`src/hw/rtl/frt_pkg.sv`:
```
// shared types, constants and codes of the fragment reassembly tracker
package frt_pkg;

	localparam int SLOTS_DEF      = 16;
	localparam int MAX_PIECES_DEF = 64;

	localparam logic [15:0] TIMEOUT_RESET = 16'd60;

	// configuration port
	localparam int          CFG_ADDR_W  = 3;
	localparam int          CFG_DATA_W  = 32;
	localparam logic [0:0]  REG_TIMEOUT = 1'b0;

	// stream word layout
	localparam int S_DATA_W = 56;
	localparam int M_DATA_W = 32;
	localparam int SUM_W    = 22;
	localparam int EXP_W    = 5;

	localparam logic [SUM_W-1:0] SUM_MAX = {SUM_W{1'b1}};

	localparam logic OP_FRAGMENT = 1'b0;
	localparam logic OP_TICK     = 1'b1;

	typedef enum logic [2:0] {
		ST_STORED   = 3'd0,
		ST_COMPLETE = 3'd1,
		ST_DUP      = 3'd2,
		ST_BADIDX   = 3'd3,
		ST_FULL     = 3'd4,
		ST_TOOMANY  = 3'd5,
		ST_TICK     = 3'd6
	} track_status_t;

	// classified word handed from the front end to the engine
	typedef struct packed {
		logic        is_tick;
		logic        over_max;
		logic [15:0] message_id;
		logic [7:0]  client_id;
		logic [7:0]  piece_index;
		logic [7:0]  piece_total;
		logic [15:0] payload_length;
	} cmd_t;

endpackage

```
`src/hw/rtl/fragment_reassembly_tracker.sv`:
```
// top level of the fragment reassembly tracker: config register, front end and engine
//
// Input words arrive on s_* (tuser selects fragment or one-second tick) and one
// result word per input leaves on m_* (tuser carries the status code).
// A two-entry queue sits between the front end and the engine, so the input
// side keeps accepting while the engine works or the output is stalled; when
// the queue is full s_tready drops.
// A fragment is handled in steps, and the engine takes no new word until it
// is done: it pops the word and compares all keys in parallel, then picks the
// slot and reads its record, then updates it. A fragment rejected for a full
// table or too many pieces answers from the slot pick, with no update.
// A tick's result waits for the age sweep, which reads one slot record a
// cycle from the record memory.
// The result register holds its word while m_tready is low; the engine starts
// no new word until that register can take the next result.
// Reset clears all slots, the seconds counter and the queue and loads the
// timeout register with 60. The user must write the timeout over the APB
// port at address 0 only while the block is idle; the block does not enforce it.
module fragment_reassembly_tracker #(
	parameter int SLOTS      = frt_pkg::SLOTS_DEF,
	parameter int MAX_PIECES = frt_pkg::MAX_PIECES_DEF
) (
	input  logic                            clk,
	input  logic                            arst_n,
	// s_tdata: message_id, client_id, piece_index, piece_total, payload_length
	input  logic                            s_tvalid,
	output logic                            s_tready,
	input  logic [frt_pkg::S_DATA_W-1:0]    s_tdata,
	// s_tuser: opcode
	input  logic [0:0]                      s_tuser,
	output logic                            m_tvalid,
	input  logic                            m_tready,
	// m_tdata: slot_used, slot_allocated, msg_bytes, expired_count
	output logic [frt_pkg::M_DATA_W-1:0]    m_tdata,
	// m_tuser: status
	output logic [2:0]                      m_tuser,
	input  logic                            psel,
	input  logic                            penable,
	input  logic                            pwrite,
	input  logic [frt_pkg::CFG_ADDR_W-1:0]  paddr,
	input  logic [frt_pkg::CFG_DATA_W-1:0]  pwdata,
	output logic [frt_pkg::CFG_DATA_W-1:0]  prdata,
	output logic                            pready
);

	logic [15:0]   timeout_q;
	logic          reg_hit;
	logic          q_valid;
	logic          q_pop;
	frt_pkg::cmd_t q_cmd;

	assign pready  = 1'b1;
	assign reg_hit = (paddr[frt_pkg::CFG_ADDR_W-1:2] == frt_pkg::REG_TIMEOUT);
	assign prdata  = reg_hit ? frt_pkg::CFG_DATA_W'(timeout_q) : '0;

	always_ff @(posedge clk or negedge arst_n) begin
		if (!arst_n) begin
			timeout_q <= frt_pkg::TIMEOUT_RESET;
		end else if (psel && penable && pwrite && pready && reg_hit) begin
			timeout_q <= pwdata[15:0];
		end
	end

	frt_front #(
		.MAX_PIECES (MAX_PIECES)
	) u_front (
		.clk      (clk),
		.arst_n   (arst_n),
		.s_tvalid (s_tvalid),
		.s_tready (s_tready),
		.s_tdata  (s_tdata),
		.s_tuser  (s_tuser),
		.q_valid  (q_valid),
		.q_cmd    (q_cmd),
		.q_pop    (q_pop)
	);

	frt_engine #(
		.SLOTS      (SLOTS),
		.MAX_PIECES (MAX_PIECES)
	) u_engine (
		.clk      (clk),
		.arst_n   (arst_n),
		.q_valid  (q_valid),
		.q_cmd    (q_cmd),
		.q_pop    (q_pop),
		.timeout  (timeout_q),
		.m_tvalid (m_tvalid),
		.m_tready (m_tready),
		.m_tdata  (m_tdata),
		.m_tuser  (m_tuser)
	);

endmodule

```
`src/hw/rtl/frt_front.sv`:
```
// front end: accepts stream words, classifies them and queues them for the engine
module frt_front #(
	parameter int MAX_PIECES = frt_pkg::MAX_PIECES_DEF
) (
	input  logic                          clk,
	input  logic                          arst_n,
	input  logic                          s_tvalid,
	output logic                          s_tready,
	input  logic [frt_pkg::S_DATA_W-1:0]  s_tdata,
	input  logic [0:0]                    s_tuser,
	output logic                          q_valid,
	output frt_pkg::cmd_t                 q_cmd,
	input  logic                          q_pop
);

	localparam int DEPTH = 2;

	frt_pkg::cmd_t fifo_q [DEPTH];
	logic          wr_ptr_q;
	logic          rd_ptr_q;
	logic [1:0]    cnt_q;
	frt_pkg::cmd_t cmd_in;
	logic          push;

	always_comb begin
		cmd_in.is_tick        = (s_tuser[0] == frt_pkg::OP_TICK);
		cmd_in.message_id     = s_tdata[15:0];
		cmd_in.client_id      = s_tdata[23:16];
		cmd_in.piece_index    = s_tdata[31:24];
		cmd_in.piece_total    = s_tdata[39:32];
		cmd_in.payload_length = s_tdata[55:40];
		// a new message may not claim more pieces than a slot can track
		cmd_in.over_max       = (s_tdata[39:32] > 8'(MAX_PIECES));
	end

	assign s_tready = (cnt_q != 2'(DEPTH));
	assign push     = s_tvalid && s_tready;
	assign q_valid  = (cnt_q != 2'd0);
	assign q_cmd    = fifo_q[rd_ptr_q];

	always_ff @(posedge clk) begin
		if (push) begin
			fifo_q[wr_ptr_q] <= cmd_in;
		end
	end

	always_ff @(posedge clk or negedge arst_n) begin
		if (!arst_n) begin
			wr_ptr_q <= 1'b0;
			rd_ptr_q <= 1'b0;
			cnt_q    <= 2'd0;
		end else begin
			if (push) begin
				wr_ptr_q <= ~wr_ptr_q;
			end
			if (q_pop) begin
				rd_ptr_q <= ~rd_ptr_q;
			end
			case ({push, q_pop})
				2'b10:   cnt_q <= cnt_q + 2'd1;
				2'b01:   cnt_q <= cnt_q - 2'd1;
				default: cnt_q <= cnt_q;
			endcase
		end
	end

endmodule

```
`src/hw/rtl/frt_engine.sv`:
```
// back end: slot table lookup, allocation, piece update, tick sweep and result register
module frt_engine #(
	parameter int SLOTS      = frt_pkg::SLOTS_DEF,
	parameter int MAX_PIECES = frt_pkg::MAX_PIECES_DEF
) (
	input  logic                          clk,
	input  logic                          arst_n,
	input  logic                          q_valid,
	input  frt_pkg::cmd_t                 q_cmd,
	output logic                          q_pop,
	input  logic [15:0]                   timeout,
	output logic                          m_tvalid,
	input  logic                          m_tready,
	output logic [frt_pkg::M_DATA_W-1:0]  m_tdata,
	output logic [2:0]                    m_tuser
);

	localparam int IW = $clog2(SLOTS);
	localparam int CW = $clog2(SLOTS + 1);
	localparam int PW = (MAX_PIECES > 1) ? $clog2(MAX_PIECES) : 1;
	localparam int NW = $clog2(MAX_PIECES + 1);

	typedef struct packed {
		logic [NW-1:0]             total;
		logic [MAX_PIECES-1:0]     mask;
		logic [NW-1:0]             count;
		logic [frt_pkg::SUM_W-1:0] sum;
		logic [31:0]               start;
	} rec_t;

	typedef enum logic [1:0] {
		S_IDLE,
		S_MATCH,
		S_UPD,
		S_TICK
	} state_t;

	state_t           state_q;
	frt_pkg::cmd_t    cmd_q;
	logic [SLOTS-1:0] valid_q;
	logic [15:0]      key_mid_q [SLOTS];
	logic [7:0]       key_cid_q [SLOTS];
	logic [SLOTS-1:0] match_s1;
	logic [SLOTS-1:0] free_s1;
	logic [IW-1:0]    slot_q;
	logic             alloc_q;
	logic [31:0]      seconds_q;
	logic [CW-1:0]    sweep_q;
	logic             chk_q;
	logic [IW-1:0]    chk_idx_q;
	logic [CW-1:0]    freed_q;

	// slot records live in a memory, one read and one write port
	rec_t             mem [SLOTS];
	rec_t             rd_q;
	logic             rd_en;
	logic [IW-1:0]    rd_addr;
	logic             wr_en;
	rec_t             wr_data;

	logic                      out_valid_q;
	frt_pkg::track_status_t    out_status_q;
	logic [3:0]                out_slot_q;
	logic                      out_alloc_q;
	logic [frt_pkg::SUM_W-1:0] out_size_q;
	logic [frt_pkg::EXP_W-1:0] out_exp_q;

	logic                      start;
	logic                      found;
	logic [IW-1:0]             found_idx;
	logic                      free_any;
	logic [IW-1:0]             free_idx;
	logic                      alloc_now;
	rec_t                      rec;
	rec_t                      upd_rec;
	logic                      bad;
	logic                      dup;
	logic                      complete;
	logic [PW-1:0]             bit_idx;
	logic [frt_pkg::SUM_W:0]   sum_ext;
	logic                      sweep_done;
	logic [31:0]               age;
	logic                      expire;

	assign start = (state_q == S_IDLE) && q_valid && (!out_valid_q || m_tready);
	assign q_pop = start;

	// lowest-numbered matching and free slots
	always_comb begin
		found_idx = '0;
		free_idx  = '0;
		for (int i = SLOTS - 1; i >= 0; i--) begin
			if (match_s1[i]) begin
				found_idx = IW'(i);
			end
			if (free_s1[i]) begin
				free_idx = IW'(i);
			end
		end
		found    = |match_s1;
		free_any = |free_s1;
	end

	assign alloc_now = (state_q == S_MATCH) && !found && !cmd_q.over_max && free_any;

	// piece update on the selected record
	always_comb begin
		if (alloc_q) begin
			rec.total = NW'(cmd_q.piece_total);
			rec.mask  = '0;
			rec.count = '0;
			rec.sum   = '0;
			rec.start = seconds_q;
		end else begin
			rec = rd_q;
		end
		bit_idx       = cmd_q.piece_index[PW-1:0];
		bad           = (cmd_q.piece_index >= 8'(rec.total));
		dup           = !bad && rec.mask[bit_idx];
		upd_rec       = rec;
		upd_rec.mask  = rec.mask | (MAX_PIECES'(1) << bit_idx);
		upd_rec.count = rec.count + NW'(1);
		sum_ext       = {1'b0, rec.sum} + (frt_pkg::SUM_W + 1)'(cmd_q.payload_length);
		upd_rec.sum   = sum_ext[frt_pkg::SUM_W] ? frt_pkg::SUM_MAX : sum_ext[frt_pkg::SUM_W-1:0];
		complete      = !bad && !dup && (upd_rec.count == rec.total);
		wr_en         = (state_q == S_UPD) && (alloc_q || (!bad && !dup));
		wr_data       = (bad || dup) ? rec : upd_rec;
	end

	// tick sweep: reads one slot a cycle, judges it the cycle after
	assign sweep_done = (sweep_q == CW'(SLOTS));
	assign age        = seconds_q - rd_q.start;
	assign expire     = chk_q && valid_q[chk_idx_q] && (age > {16'd0, timeout});

	always_comb begin
		rd_en   = 1'b0;
		rd_addr = found_idx;
		if (state_q == S_MATCH) begin
			rd_en = found;
		end else if (state_q == S_TICK && !sweep_done) begin
			rd_en   = 1'b1;
			rd_addr = sweep_q[IW-1:0];
		end
	end

	always_ff @(posedge clk) begin
		if (wr_en) begin
			mem[slot_q] <= wr_data;
		end
		if (rd_en) begin
			rd_q <= mem[rd_addr];
		end
	end

	always_ff @(posedge clk) begin
		if (alloc_now) begin
			key_mid_q[free_idx] <= cmd_q.message_id;
			key_cid_q[free_idx] <= cmd_q.client_id;
		end
	end

	always_ff @(posedge clk or negedge arst_n) begin
		if (!arst_n) begin
			state_q      <= S_IDLE;
			cmd_q        <= '0;
			valid_q      <= '0;
			match_s1     <= '0;
			free_s1      <= '0;
			slot_q       <= '0;
			alloc_q      <= 1'b0;
			seconds_q    <= '0;
			sweep_q      <= '0;
			chk_q        <= 1'b0;
			chk_idx_q    <= '0;
			freed_q      <= '0;
			out_valid_q  <= 1'b0;
			out_status_q <= frt_pkg::ST_STORED;
			out_slot_q   <= '0;
			out_alloc_q  <= 1'b0;
			out_size_q   <= '0;
			out_exp_q    <= '0;
		end else begin
			if (out_valid_q && m_tready) begin
				out_valid_q <= 1'b0;
			end
			unique case (state_q)
				S_IDLE: begin
					if (start) begin
						cmd_q <= q_cmd;
						if (q_cmd.is_tick) begin
							seconds_q <= seconds_q + 32'd1;
							sweep_q   <= '0;
							chk_q     <= 1'b0;
							freed_q   <= '0;
							state_q   <= S_TICK;
						end else begin
							for (int i = 0; i < SLOTS; i++) begin
								match_s1[i] <= valid_q[i] &&
									(key_mid_q[i] == q_cmd.message_id) &&
									(key_cid_q[i] == q_cmd.client_id);
							end
							free_s1 <= ~valid_q;
							state_q <= S_MATCH;
						end
					end
				end
				S_MATCH: begin
					if (found) begin
						slot_q  <= found_idx;
						alloc_q <= 1'b0;
						state_q <= S_UPD;
					end else if (cmd_q.over_max || !free_any) begin
						out_valid_q  <= 1'b1;
						out_status_q <= cmd_q.over_max ? frt_pkg::ST_TOOMANY : frt_pkg::ST_FULL;
						out_slot_q   <= '0;
						out_alloc_q  <= 1'b0;
						out_size_q   <= '0;
						out_exp_q    <= '0;
						state_q      <= S_IDLE;
					end else begin
						slot_q            <= free_idx;
						alloc_q           <= 1'b1;
						valid_q[free_idx] <= 1'b1;
						state_q           <= S_UPD;
					end
				end
				S_UPD: begin
					out_valid_q <= 1'b1;
					if (bad) begin
						out_status_q <= frt_pkg::ST_BADIDX;
					end else if (dup) begin
						out_status_q <= frt_pkg::ST_DUP;
					end else if (complete) begin
						out_status_q <= frt_pkg::ST_COMPLETE;
					end else begin
						out_status_q <= frt_pkg::ST_STORED;
					end
					out_slot_q  <= 4'(slot_q);
					out_alloc_q <= alloc_q;
					out_size_q  <= complete ? upd_rec.sum : '0;
					out_exp_q   <= '0;
					if (complete) begin
						valid_q[slot_q] <= 1'b0;
					end
					state_q <= S_IDLE;
				end
				S_TICK: begin
					if (!sweep_done) begin
						sweep_q <= sweep_q + CW'(1);
					end
					chk_q     <= !sweep_done;
					chk_idx_q <= sweep_q[IW-1:0];
					if (expire) begin
						valid_q[chk_idx_q] <= 1'b0;
						freed_q            <= freed_q + CW'(1);
					end
					if (sweep_done && !chk_q) begin
						out_valid_q  <= 1'b1;
						out_status_q <= frt_pkg::ST_TICK;
						out_slot_q   <= '0;
						out_alloc_q  <= 1'b0;
						out_size_q   <= '0;
						out_exp_q    <= frt_pkg::EXP_W'(freed_q);
						state_q      <= S_IDLE;
					end
				end
				default: state_q <= S_IDLE;
			endcase
		end
	end

	assign m_tvalid = out_valid_q;
	assign m_tuser  = out_status_q;
	assign m_tdata  = {out_exp_q, out_size_q, out_alloc_q, out_slot_q};

endmodule

```
`config.mk`:
```
export PLATFORM = sky130hd
export DESIGN_NAME = fragment_reassembly_tracker
export DESIGN_NICKNAME = d
export VERILOG_FILES = /design/src/hw/rtl/frt_pkg.sv /design/src/hw/rtl/fragment_reassembly_tracker.sv /design/src/hw/rtl/frt_front.sv /design/src/hw/rtl/frt_engine.sv
export SDC_FILE = /design/constraint.sdc
export NUM_CORES = 2
export LEC_CHECK = 0
export BUFFER_PORTS_ARGS = -buffer_cell sky130_fd_sc_hd__buf_4
export CORE_MARGIN = 5
export CORE_UTILIZATION = 35
export DETAILED_ROUTE_END_ITERATION = 10
export PLACE_DENSITY_LB_ADDON = 0.15
export SLEW_MARGIN = 25
export SYNTH_ARGS = -nofsm -noshare
export SYNTH_HDL_FRONTEND = slang
export SYNTH_HIERARCHICAL = 1
export SYNTH_SLANG_ARGS = --single-unit
```
`constraint.sdc`:
```
create_clock -name clk -period 22.3 [get_ports clk]
set_input_delay 2.23 -clock clk [delete_from_list [all_inputs] [get_ports clk]]
set_output_delay 2.23 -clock clk [all_outputs]
set_load 0.1 [all_outputs]
```
==> impl_results.md <==
* Worst slew margin at 26.4%
* CTS Hold Bufs at 0
* Logic gate share of total power at 29.6%
* RSZ-0062 raised after global routing: no
* Maximum VDD drop at roughly 0.084 mV
* Crit. End Element: register
* Total number of vias at 61.7k
* Pre-CTS setup slack at 14,410 ps
* Int Power at 0.0122 W
* Crit path cell chain: nand2_1, nor2_1, a21oi_1, o41ai_2, buf_4, buf_4, buf_4, buf_4, buf_4, buf_4, mux4_2, nor2b_1, a211oi_1, a21oi_1
* Routability cong. at 0.821
* Die height at 595 µm
* Final setup viols at 0
* Mapped Cells at around 6.5k
* Gr usage total at a little under a fifth
* Largest net degree at the start of global routing at around 120
* Synth warn at 6
* Number of buffers added for setup after CTS at 0
* Clock Pin Slew Worst Setup and Hold Paths at 60 ps
* Status: finished clean
* Initial antenna violation count at 12
* Area growth syn-to-layout at 14.8%
* Grt ovf at 0
* H-Tree Depth at 5
* Final std cells w/o fill at roughly 12k
* Total chip power at 0.0183 W
* Crit path top cell by count: buf_4
* Num CTS Buffers at approximately 330
* WL final at between 300,000 and 400,000 µm
* Cell family with most CP delay: buffers and inverters
* Clock network fraction of total power at 28.2%
* WS Path Type: reg2reg
* Average size of a mapped cell at 18.3 µm²
* Hold Slack at roughly 460 ps
* Share of cells above drive strength 1 at 21.9%
* Sequential share of power at around 42%
* Setup Total Neg Slack at 0 ps
* Cts repair resizes at 0
* Die width at 595 µm
* Placed cells at 11.0k
* Final Skew at 74.2 ps
* Cell Pwr Density at about 130 mW/mm²
* Starting Density at 35.2%
* Largest stage delay, worst path at 810 ps
* DRT Pass-1 Iters at 6
* Core Region at between 0.3 and 0.4 mm²
* Starting DRT DRC Count at between 5k and 6k
* Mapped Area at between 0.1 and 0.15 mm²
* Max_cap viols at 0
* CP bufs+invs at 6
* Crit-path max FO at 53
* Slew Limit Fails at 0
* Final Critical Period at between 7000 and 8000 ps
* Final period util at 34.9%
* Routed len/inst at 28.3 µm
* Net Sw Power at just over 0.006 W
* Vias in the first global route at 64.0k
* # DRC at 0
* Worst Max-Slew Pin Slew at 1100 ps
* Clk Latency, worst-skew pair at 910 ps
* Leakage at 44.1 nW
* Routed Antenna Nets at 0
* Nets at 7,016
* Ports at 169
* Fin worst setup slack at 14,530 ps
* HPWL reported at the end of detailed placement at 178,000 µm
* Critical Path AT at 8380 ps
* Clk buf depth at 4
* FP Rows at 214
* Slowest CP cell: buf_4
* DR vias/cell at roughly 5.3
* Die area at about 0.35 mm²
* Startpoint Class: register
* # fillers at 30.7k
* PortBufs at 133
* First-pass GRT wire length at 474,000 µm
* Max Fclk at approximately 130 MHz
* Data required, critical path at 22,910 ps
* Sinks on the clock net at 2,956
* Worst hold path class: reg2reg
* Clk root buf: clkbuf_16
* Fin. Hold Viols at 0
* Switching Share at 33.5%
* CTS tree: built
[worst reg2reg max path: stages, from the launching register on]
cell and delay (ps):
dfrtp_1 670, nand2_1 370, nor2_1 630, a21oi_1 170, o41ai_2 80, buf_4 670, buf_4 770, buf_4 830
buf_4 650, buf_4 810, buf_4 860, mux4_2 420, nor2b_1 140, a211oi_1 350, a21oi_1 70
[worst paths after layout]
check / start / end / slack, ps / cells after the start
max in group asynchronous: arst_n / u_engine/alloc_q / 19360 / 3
worst max register to register: u_engine/state_q[0] / u_engine/rd_q[119] / 14530 / 14
min in group asynchronous: arst_n / timeout_q[9] / 1280 / 1
worst min-delay path: u_engine/cmd_q[46] / u_engine/key_mid_q[8][6] / 460 / 0
worst min register to register: u_engine/cmd_q[46] / u_engine/key_mid_q[8][6] / 460 / 0
worst max-delay path: u_engine/state_q[0] / u_engine/rd_q[119] / 14530 / 14
[power by group through the flow]
stage	Combinational (W)	Clock, W	Sequential [W]
finish	0.00541	0.00516	0.00771
global route	0.00586	0.00555	0.00775
CTS	0.00547	0.00532	0.00771
detailed placement	0.00545	0	0.00782
global placement	0.00539	0	0.00781
floorplan	0.00347	0	0.00774
[per-stage QoR]
stage	instance area [µm²]	utilization [%]
2_1_floorplan	120000	-
3_3_place_gp	127000	37.2
3_5_place_dp	127000	37.3
4_1_cts	137000	40.3
5_1_grt	137000	40.4
6_report	137000	40.4
[flip-flops by register name, summed over array words and instances, names as in the netlist, 2 cells and up]
register / flops
u_engine/key_mid_q: 256
u_engine/seconds_q: 32
u_engine/free_s1: 16
u_engine/mem: 2112
u_engine/freed_q: 5
u_engine/state_q: 2
u_engine/rd_q: 132
u_engine/slot_q: 4
u_engine/key_cid_q: 128
u_engine/valid_q: 16
u_engine/cmd_q: 50
u_engine/sweep_q: 5
u_engine/bit_idx: 6
timeout_q: 16
u_engine/out_exp_q: 5
u_engine/out_size_q: 22
u_engine/out_slot_q: 4
u_engine/match_s1: 16
u_engine/m_tuser: 3
u_engine/chk_idx_q: 4
u_front/fifo_q: 114
u_front/cnt_q: 2
[layer usage]
metal | vias to the layer above | share of wire, % | track usage, %
met5 | - | 0.0039 | 0
met4 | 2 | 2.5 | 4.39
met3 | 441 | 4.1 | 2.15
met2 | 1371 | 49 | 30.5
met1 | 33300 | 45 | 25.8
li1 | 26500 | - | -
[layout by cell type (no fill, tap or decap), drive strengths merged, types with 184 or more instances in the layout]
| master | n |
|---|---|
| edfxtp | 2742 |
| mux4 | 553 |
| clkbuf | 430 |
| nand2 | 380 |
| buf | 325 |
| xnor2 | 255 |
| a21oi | 241 |
| xor2 | 220 |
| dfrtp | 210 |
| nor2b | 184 |
[layout make-up]
class | count | area [µm²] | area share, %
diodes | 1 | 2.50 | 0.00182
clock buffers | 430 | 8850 | 6.44
clock inverters | 156 | 1310 | 0.956
inverters | 98 | 372 | 0.270
multi-input cells | 3131 | 30800 | 22.4
flip-flops and latches | 2956 | 87700 | 63.8
well taps | 4536 | 5680 | 4.13
repair buffers | 325 | 2670 | 1.95
Note: power is estimated with default switching activity, not from simulation.
